<file path="src/rtl/tlfc_pkg.sv">
// tlfc_pkg: shared types, constants and helpers for the tabu list frequency check unit
// no dependencies; used by every file under rtl but tlfc_checker, and by tb

package tlfc_pkg;

   localparam int COURSES_DEF = 64;
   localparam int ROOMS_DEF   = 16;
   localparam int DAYS_DEF    = 8;
   localparam int SLOTS_DEF   = 8;

   localparam int TIME_W  = 32;
   localparam int COUNT_W = 16;
   localparam int ENTRY_W = TIME_W + COUNT_W;

   // widest field widths of course (non-negative part), room, day and slot
   localparam int COURSE_FIELD_W = 6;
   localparam int ROOM_FIELD_W   = 4;
   localparam int DAY_FIELD_W    = 3;
   localparam int SLOT_FIELD_W   = 3;

   localparam logic [15:0] TENURE_RESET = 16'd120;
   localparam logic [15:0] COEFF_RESET  = 16'd0;
   localparam logic [COUNT_W-1:0] COUNT_MAX = '1;

   localparam logic OP_QUERY = 1'b0;
   localparam logic OP_BAN   = 1'b1;

   localparam logic REG_TENURE = 1'b0;
   localparam logic REG_COEFF  = 1'b1;

   typedef enum logic [2:0] {
      ST_CLEAR,
      ST_IDLE,
      ST_READ,
      ST_MUL,
      ST_CMP,
      ST_DONE,
      ST_WR1,
      ST_WR2
   } state_type;

   typedef struct packed {
      logic               hit;
      logic [TIME_W-1:0]  stamp;
      logic [COUNT_W-1:0] count;
   } lane_in_type;

   function automatic int clip_width(input int n, input int hi);
      int w;
      w = $clog2(n);
      if (w < 1) w = 1;
      if (w > hi) w = hi;
      return w;
   endfunction

   function automatic logic [COUNT_W-1:0] sat_inc(input logic [COUNT_W-1:0] c);
      logic [COUNT_W-1:0] r;
      r = (c == COUNT_MAX) ? c : c + COUNT_W'(1);
      return r;
   endfunction

endpackage

</file>
<file path="src/rtl/tlfc_lane.sv">
// tlfc_lane: release check for one half of a swap move, multiply then add and compare
// depends on tlfc_pkg

module tlfc_lane (
   input  logic                        clock,
   input  tlfc_pkg::lane_in_type       lane_in,
   input  logic [15:0]                 tenure,
   input  logic [15:0]                 coeff,
   input  logic [tlfc_pkg::TIME_W-1:0] now,
   output logic                        ok
);

   logic [31:0]                 prod_ff;
   logic [tlfc_pkg::TIME_W-1:0] stamp_ff;
   logic                        skip_ff;
   logic                        ok_ff;
   logic [32:0]                 release_val;

   // stage one: penalty product
   always_ff @(posedge clock) begin
      prod_ff  <= 32'(coeff) * 32'(lane_in.count);
      stamp_ff <= lane_in.stamp;
      skip_ff  <= !lane_in.hit || (lane_in.count == '0);
   end

   // stage two: release time against current iteration
   assign release_val = {1'b0, stamp_ff} + 33'(tenure) + 33'(prod_ff[31:8]);

   always_ff @(posedge clock) begin
      ok_ff <= skip_ff || (release_val < {1'b0, now});
   end

   assign ok = ok_ff;

endmodule

</file>
<file path="config.mk">
export PLATFORM = sky130hd
export DESIGN_NAME = tlfc_lane
export DESIGN_NICKNAME = d
export VERILOG_FILES = /design/src/rtl/tlfc_pkg.sv /design/src/rtl/tlfc_lane.sv
export SDC_FILE = /design/constraint.sdc
export NUM_CORES = 1
export LEC_CHECK = 0
export ABC_AREA = 0
export BUFFER_PORTS_ARGS = -buffer_cell sky130_fd_sc_hd__clkbuf_2
export CORE_MARGIN = 1.5
export CORE_UTILIZATION = 50
export CTS_CLUSTER_SIZE = 28
export DETAILED_ROUTE_END_ITERATION = 8
export PLACE_DENSITY = 0.72
export SLEW_MARGIN = 10
export SYNTH_ARGS = -nofsm -noshare
export SYNTH_HDL_FRONTEND = slang
export SYNTH_SLANG_ARGS = --single-unit
</file>
<file path="constraint.sdc">
create_clock -name clock -period 6.35 [get_ports clock]
set_input_delay 0.9525 -clock clock [delete_from_list [all_inputs] [get_ports clock]]
set_output_delay 0.9525 -clock clock [all_outputs]
set_load 0.01 [all_outputs]
</file>
==> key figures, run 1 <==
Outcome
  • Status: finished clean

STA
  • Final period util: 0.9636
  • Final Hold Viols: 0
  • Transition time at the pin with the least slew margin: 576.7 ps
  • Worst hold margin: about 410 ps
  • Count of final setup violators: 0
  • Clock Skew: 5.425 ps
  • Worst slew margin relative to its limit: 0.6056
  • Final worst path period need: 6119 ps
  • Max-slew violation total from the final report: 0
  • RSZ-0062 raised after global routing: no
  • Achievable clock frequency: between 0.15 and 0.2 GHz

Clock tree
  • CTS resizes: 0
  • Hold-fix buffers, CTS: 0
  • Root Buffer Master: sky130_fd_sc_hd__clkbuf_16
  • Total clock sinks: 58
  • Clock-pin slew on the worst setup and hold paths: 50 ps
  • H-tree level count: 3
  • Insertion delay of the later-clocked pin in the worst-skew pair: 330 ps
  • Maximum clock insertion buffer count: 2
  • Post-CTS setup repair buffer count: 0
  • CTS tree: done
  • Number of clock buffers inserted by TritonCTS: 9

Worst setup path
  • Series of cell instances along the critical path: clkbuf_2 -> buf_4 -> and2_1 -> fa_1 -> inv_1 -> fa_1 -> fa_1 -> inv_1 -> fa_1 -> fa_1 -> inv_1 -> fa_1 -> inv_1 -> ha_1 -> and3_1 -> and3_1 -> a221o_1 -> a31oi_4 -> nor2_1 -> o41ai_2 -> xnor2_1
  • Setup crit end kind: flip-flop
  • Highest cell delay on the worst timing path: roughly 530 ps
  • Required arrival time at the worst endpoint: about 6600 ps
  • Cell with the biggest individual delay on the critical path: sky130_fd_sc_hd__fa_1
  • Most common cell on crit path: sky130_fd_sc_hd__fa_1
  • Critical path startpoint category: input pin
  • Crit path max fanout: 7
  • Startpoint-to-endpoint class of the critical path: in2reg
  • Data arrival time of the critical path: 6380 ps

Job
  • Max-cap violations: 0

Yosys
  • Mean Syn Cell Area: 8.984 um^2
  • Warnings, synthesis: 0
  • Share of synthesized area occupied by flip-flops and latches: 0.09777
  • Gate Count Post-Synth: approximately 1,300
  • Most instantiated flip-flop cell in the synthesis netlist: sky130_fd_sc_hd__dfxtp_1
  • Top cell type's share of synthesized area: 0.3540
  • Main area contributors after synthesis: sky130_fd_sc_hd__fa_1 (35%), sky130_fd_sc_hd__ha_1 (17%), sky130_fd_sc_hd__dfxtp_1 (9.8%)
  • Netlist Area Pre-Place: 11,880 um^2
  • Synth Net Count: 1,810
  • Total of flip-flops plus latches after synthesis: 58
  • Most repeated cell in the gate-level netlist after synthesis: sky130_fd_sc_hd__inv_1
  • Dominant cell type by area after synthesis: sky130_fd_sc_hd__fa_1
  • EDFF count, synth: 0
  • Post-synthesis cell type count: 54
  • Synth cell count leaders: sky130_fd_sc_hd__inv_1 (272), sky130_fd_sc_hd__fa_1 (210), sky130_fd_sc_hd__ha_1 (164)
  • Fraction of registers with async set or reset after synthesis: 0

Floorplan
  • Height of the die: 157.1 um
  • Total die area: 24,690 um^2
  • Width of the die: 157.1 um
  • Number of placement rows: 56
  • I/O Pins: 115
  • Starting Density: 0.5075
  • Core outline area: 23,400 um^2

Finish
  • Fill count: 2,083
  • Number of nets in the final layout: 1,974
  • Area overhead of the layout relative to synthesis: 14.54%
  • Diodes inserted: 0
  • Final cell area excluding filler cells: 13,600 um^2
  • Final design utilization: 0.5813
  • Layout cell share with drive strength beyond 1: 0.1416

Detailed routing
  • Per-cell routed wire length: 15.30 um
  • Length of the first detailed-routing pass in iterations: 5
  • Final routed wirelength across all metal layers: roughly 28,000 um
  • Post-DR vias/cell: 5.170
  • Number of routed nets with antenna violations: 0
  • Violation count after the first detailed-routing iteration: 468
  • Total number of vias: 9,352
  • DRC viols: 0

Min path
  • Min-Delay Path Class: reg2reg

Global routing
  • Wire length of the first global-routing pass: approximately 46,000 um
  • Maximum number of pins on one net before global-route repair: 18
  • Via count of the first global-routing pass: 9,626
  • Number of antenna violations at the first check in global routing: 0
  • Total track usage: 0.2368
  • Overflow left after global routing: 0

Placement
  • Detailed placer's ending HPWL: 24,190 um
  • Cell Area, Placed: between 10,000 and 15,000 um^2
  • Port-buffer cells: 114
  • Final weighted congestion of routability-driven global placement: roughly 0.95

Power and ir drop
  • LEAKAGE: between 7 and 8 nW
  • Maximum ir drop on the vdd rail: approximately 0.65 mV
  • Design Power: 0.008242 W
  • Power density cells: 605.9 nW/um^2
==> worst max-delay path: cells and delay by family <==
kind,cells,cell delay (ps)
buffers and inverters,6,510
XOR/XNOR,1,160
AND/OR/NAND/NOR,4,640
adder cells (fa/ha/maj),7,3220
AO/OA/AOI/OAI,3,900
==> worst paths after layout <==
path                            startpoint     endpoint  slack [ps]  depth (start not counted)
worst min-delay path               skip_ff           ok         410                          1
worst min register to register     skip_ff           ok         410                          1
worst max-delay path              coeff[8]  prod_ff[26]         230                         21
worst max register to register  prod_ff[9]           ok        1860                         19
==> state kept, by name (all words and copies together) (netlist names) <==
register  flops
prod_ff      24
ok            1
stamp_ff     32
skip_ff       1
==> cell type report <==
cell class | instances | area, um^2 | area share
Multi-Input combinational cell | 955 | 9550 | 0.7021
Clock buffer | 10 | 239.0 | 0.01757
Timing Repair Buffer | 190 | 1154 | 0.08481
Tap cell | 319 | 399.1 | 0.02934
Sequential cell | 58 | 1161 | 0.08536
Inverter | 272 | 1021 | 0.07506
Clock inverter | 5 | 78.83 | 0.005795
==> metal layers <==
metal / part of all wire / GRT usage
met3: 0.046 / 0.02450
met2: 0.48 / 0.4060
met4: 0.026 / 0.07817
met1: 0.44 / 0.3139
met5: 0 / 0
==> per-stage QoR <==
| step | TNS [ps] | instances | setup WS, ps |
|---|---|---|---|
| finish | 0 | 1809 | 231.4 |
| global placement | -16.47 | 1794 | -16.47 |
| detailed placement | -525.3 | 1794 | -96.55 |
| floorplan | 0 | 1322 | 74.64 |
| global route | 0 | 1809 | 43.84 |
| CTS | 0 | 1809 | 238.5 |
==> kinds of logic (layout without fill, tap and decap cells) <==
group           count (synthesis)  count (layout)  synth area share
mux                             1               1         0.0008428
simple gates                  388             388            0.1601
compound gates                154             154           0.08839
flops                          58              58           0.09777
fa+ha+maj                     374             374            0.5268
buf+inv                       309             477           0.09808
xor+xnor                       38              38           0.02802
==> where the power goes <==
group          switching (W)  internal [W]
clock               0.000170      0.000350
combinational        0.00379       0.00333
sequential         0.0000571      0.000546
==> cell usage in the layout (no fill, tap or decap), types with 3 or more instances in the layout <==
cell type and count:
sky130_fd_sc_hd__a31oi_1 4, sky130_fd_sc_hd__inv_1 272, sky130_fd_sc_hd__fa_1 210, sky130_fd_sc_hd__nand4b_1 5
sky130_fd_sc_hd__nor2b_1 3, sky130_fd_sc_hd__buf_4 75, sky130_fd_sc_hd__ha_1 164, sky130_fd_sc_hd__nor4_1 5
sky130_fd_sc_hd__o31ai_1 4, sky130_fd_sc_hd__o211ai_1 7, sky130_fd_sc_hd__a21o_1 25, sky130_fd_sc_hd__o21bai_1 3
sky130_fd_sc_hd__nand2b_1 3, sky130_fd_sc_hd__nor2_1 46, sky130_fd_sc_hd__clkbuf_16 9, sky130_fd_sc_hd__nand2_1 161
sky130_fd_sc_hd__o21ai_1 5, sky130_fd_sc_hd__xnor2_1 28, sky130_fd_sc_hd__a2111oi_0 3, sky130_fd_sc_hd__and2_1 114
sky130_fd_sc_hd__xor2_1 10, sky130_fd_sc_hd__nor3_1 10, sky130_fd_sc_hd__nor3b_1 4, sky130_fd_sc_hd__o21ai_0 24
sky130_fd_sc_hd__or3_1 5, sky130_fd_sc_hd__dfxtp_1 58, sky130_fd_sc_hd__a21oi_1 41, sky130_fd_sc_hd__and3_1 7
sky130_fd_sc_hd__nand4_1 8, sky130_fd_sc_hd__a211oi_1 4, sky130_fd_sc_hd__clkbuf_2 114, sky130_fd_sc_hd__nand3_1 14
sky130_fd_sc_hd__o21a_1 8
No activity file was read; power rests on OpenSTA's default activity.
==> inputs of run 2 (changes only) <==
--- a/config.mk
+++ b/config.mk
@@ -6,12 +6,13 @@
 export NUM_CORES = 1
 export LEC_CHECK = 0
 export ABC_AREA = 0
-export BUFFER_PORTS_ARGS = -buffer_cell sky130_fd_sc_hd__clkbuf_2
+export BUFFER_PORTS_ARGS = -buffer_cell sky130_fd_sc_hd__buf_4
 export CORE_MARGIN = 1.5
 export CORE_UTILIZATION = 50
 export CTS_CLUSTER_SIZE = 28
 export DETAILED_ROUTE_END_ITERATION = 8
 export PLACE_DENSITY = 0.72
+export SKIP_LAST_GASP = 1
 export SLEW_MARGIN = 10
 export SYNTH_ARGS = -nofsm -noshare
 export SYNTH_HDL_FRONTEND = slang
==> run 2 against run 1 <==
Against the previous run:
- cell count is 1.9% lower
- wire length is 0.81% higher
- setup slack got worse by 8.5 ps
- largest power group unchanged
==> key figures, run 2 (synthesis gave the netlist of run 1 again) <==
Worst setup path
  • Startpoint-to-endpoint class of the critical path: in2reg (unchanged)
  • Critical path startpoint category: input pin (unchanged)
  • Cell count of the worst reg-to-reg path: 19 (unchanged)
  • Crit path launch: coeff[8] (unchanged)
  • Worst reg2reg path startpoint: prod_ff[9] (unchanged)
  • Crit path max fanout: 5 (was 7)
  • Reg2reg setup slack: 1960 ps (was 1860 ps)
  • Data arrival time of the critical path: 6390 ps (was 6380 ps)
  • Required arrival time at the worst endpoint: 6620 ps (about the same)
  • Setup crit end kind: flip-flop (unchanged)

Placement
  • Final weighted congestion of routability-driven global placement: 0.8842 (was 0.9535)
  • Number of placed instances with taps included: 1,758 (was 1,794)
  • Detailed placer's ending HPWL: 23,250 um (was 24,190 um)
  • Cell Area, Placed: 13,290 um^2 (about the same)
  • Port-buffer cells: 114 (unchanged)

STA
  • Final period util: 0.9649 (was 0.9636)
  • Clock Skew: 8.361 ps (was 5.425 ps)
  • Worst slew margin relative to its limit: 0.6142 (was 0.6056)
  • Final worst path period need: 6127 ps (was 6119 ps)
  • Achievable clock frequency: 0.1632 GHz (was 0.1634 GHz)
  • Transition time at the pin with the least slew margin: 564.1 ps (was 576.7 ps)
  • Count of final setup violators: 0 (unchanged)
  • RSZ-0062 raised after global routing: no (unchanged)
  • Max-slew violation total from the final report: 0 (unchanged)
  • Summed negative setup slack over all endpoints: 0 ps (unchanged)
  • Final Hold Viols: 0 (unchanged)

Global routing
  • Number of antenna violations at the first check in global routing: 0 (unchanged)
  • Overflow left after global routing: 0 (unchanged)
  • Wire length of the first global-routing pass: 45,710 um (was 46,020 um)
  • Total track usage: 0.2379 (was 0.2368)
  • Via count of the first global-routing pass: 9,462 (was 9,626)
  • Maximum number of pins on one net before global-route repair: 18 (unchanged)

Power and ir drop
  • Proportion of power drawn by flip-flops and latches: 0.076 (was 0.073)
  • Sw power: 0.003950 W (was 0.004019 W)
  • Maximum ir drop on the vdd rail: 0.6182 mV (was 0.6487 mV)
  • Clock network fraction of total power: 0.057 (was 0.063)
  • Sw Ratio: 0.4995 (was 0.4877)
  • Combinational Power Share: 0.867 (was 0.864)
  • LEAKAGE: 7.061 nW (was 7.194 nW)
  • Internal cell power: 0.003958 W (was 0.004222 W)
  • Power density cells: 582.8 nW/um^2 (was 605.9 nW/um^2)

Detailed routing
  • DRC viols: 0 (unchanged)
  • Post-DR vias/cell: 5.216 (was 5.170)
  • Final routed wirelength across all metal layers: 27,910 um (was 27,680 um)
  • Per-cell routed wire length: 15.73 um (was 15.30 um)
  • Total number of vias: 9,253 (was 9,352)
  • Length of the first detailed-routing pass in iterations: 7 (was 5)
  • Number of routed nets with antenna violations: 0 (unchanged)
  • Violation count after the first detailed-routing iteration: 550 (was 468)

Clock tree
  • Number of clock buffers inserted by TritonCTS: 9 (unchanged)
  • H-tree level count: 3 (unchanged)
  • CTS resizes: 0 (unchanged)
  • Root Buffer Master: sky130_fd_sc_hd__clkbuf_16 (unchanged)
  • Hold-fix buffers, CTS: 0 (unchanged)
  • Post-CTS setup repair buffer count: 0 (unchanged)
  • Insertion delay of the later-clocked pin in the worst-skew pair: 330 ps (about the same)
  • Clock-pin slew on the worst setup and hold paths: 60 ps (was 50 ps)
  • CTS tree: done (unchanged)
  • Maximum clock insertion buffer count: 2 (unchanged)
  • Total clock sinks: 58 (unchanged)

Finish
  • Layout cell share with drive strength beyond 1: 0.1210 (was 0.1416)
  • Max reg flops: 32 (unchanged)
  • Diodes inserted: 0 (unchanged)
  • Number of standard cells in the layout, taps in and fillers out: 1,774 (was 1,809)
  • Commonest non-fill, non-tap cell in the layout: sky130_fd_sc_hd__inv_1 (unchanged)
  • Largest registers: stamp_ff x32, prod_ff x24 (unchanged)
  • Number of nets in the final layout: 1,938 (was 1,974)
  • Commonest cells after routing, fill and taps aside: sky130_fd_sc_hd__inv_1 (272), sky130_fd_sc_hd__fa_1 (210), sky130_fd_sc_hd__ha_1 (164) (unchanged)
  • Final cell area excluding filler cells: 13,570 um^2 (was 13,600 um^2)
  • Largest register by flop count: stamp_ff (unchanged)
  • Area overhead of the layout relative to synthesis: 14.24% (was 14.54%)

Min path
  • Min-Delay Path Class: reg2reg (unchanged)
  • Cells on Worst Hold Path: 1 (unchanged)
  • Hold wc startpoint: skip_ff (unchanged)

Job
  • Max-cap violations: 0 (unchanged)

Floorplan
  • Height of the die: 157.1 um (unchanged)
  • Width of the die: 157.1 um (unchanged)
  • Starting Density: 0.5075 (unchanged)
  • I/O Pins: 115 (unchanged)
  • Total die area: 24,690 um^2 (unchanged)
  • Number of placement rows: 56 (unchanged)
  • Core outline area: 23,400 um^2 (unchanged)

Outcome
  • Status: finished clean (unchanged)
==> run 2: cell types whose count changed in the layout (fill, tap and decap cells not counted), moves of 2 or more <==
cell	previous run	this run
sky130_fd_sc_hd__clkbuf_2	114	0
sky130_fd_sc_hd__bufinv_16	2	0
sky130_fd_sc_hd__clkinvlp_4	0	3
sky130_fd_sc_hd__buf_4	75	154
==> run 2: metal layers <==
metal,global-route usage,share of wire,vias up
met2,0.4056,0.48,298
met1,0.3157,0.44,4501
met3,0.02726,0.061,48
li1,-,-,4406
met4,0.07907,0.025,0
met5,0,0,-
==> run 2: path summary, 6_finish.rpt <==
check	to
hold reg to reg	ok
hold / removal	ok
setup reg to reg	ok
setup / recovery	prod_ff[26]
==> run 2: power groups by stage <==
stage               Sequential [W]  Combinational [W]  Clock [W]
floorplan                 0.000588            0.00505          0
global placement          0.000612            0.00667          0
detailed placement        0.000611            0.00686          0
CTS                       0.000604            0.00693   0.000466
global route              0.000611            0.00787   0.000479
finish                    0.000602            0.00685   0.000452
==> run 2: metrics by stage <==
step | hold WS, ps | worst slack (ps) | power, W | util
finish | 429.8 | 223.0 | 0.007908 | 0.5798
detailed placement | 422.2 | -125.8 | 0.007471 | 0.5678
floorplan | 381.9 | 74.64 | 0.005638 | -
global route | 450.8 | 58.32 | 0.008957 | 0.5798
global placement | 422.2 | -55.12 | 0.007283 | 0.5678
CTS | 426.0 | 220.9 | 0.007996 | 0.5798
==> run 2: layout make-up <==
type / instances / area (um^2)
Clock buffer: 10 / 239.0
Clock inverter: 6 / 41.29
Fill cell: 2071 / 9834
Inverter: 272 / 1021
Multi-Input combinational cell: 955 / 9550
Sequential cell: 58 / 1161
Tap cell: 319 / 399.1
Timing Repair Buffer: 154 / 1156
==> run 2: worst max-delay path, stage by stage <==
cell and delay (ps):
sky130_fd_sc_hd__buf_4 140, sky130_fd_sc_hd__and2_1 170, sky130_fd_sc_hd__fa_1 530, sky130_fd_sc_hd__inv_1 50, sky130_fd_sc_hd__fa_1 460, sky130_fd_sc_hd__fa_1 510, sky130_fd_sc_hd__inv_1 50, sky130_fd_sc_hd__fa_1 490
sky130_fd_sc_hd__fa_1 500, sky130_fd_sc_hd__inv_1 50, sky130_fd_sc_hd__fa_1 470, sky130_fd_sc_hd__inv_1 40, sky130_fd_sc_hd__ha_1 300, sky130_fd_sc_hd__a21o_1 170, sky130_fd_sc_hd__a21o_1 180, sky130_fd_sc_hd__and3_1 170
sky130_fd_sc_hd__a221o_1 350, sky130_fd_sc_hd__a31oi_4 300, sky130_fd_sc_hd__nor2_1 90, sky130_fd_sc_hd__o41ai_2 250, sky130_fd_sc_hd__xnor2_1 150
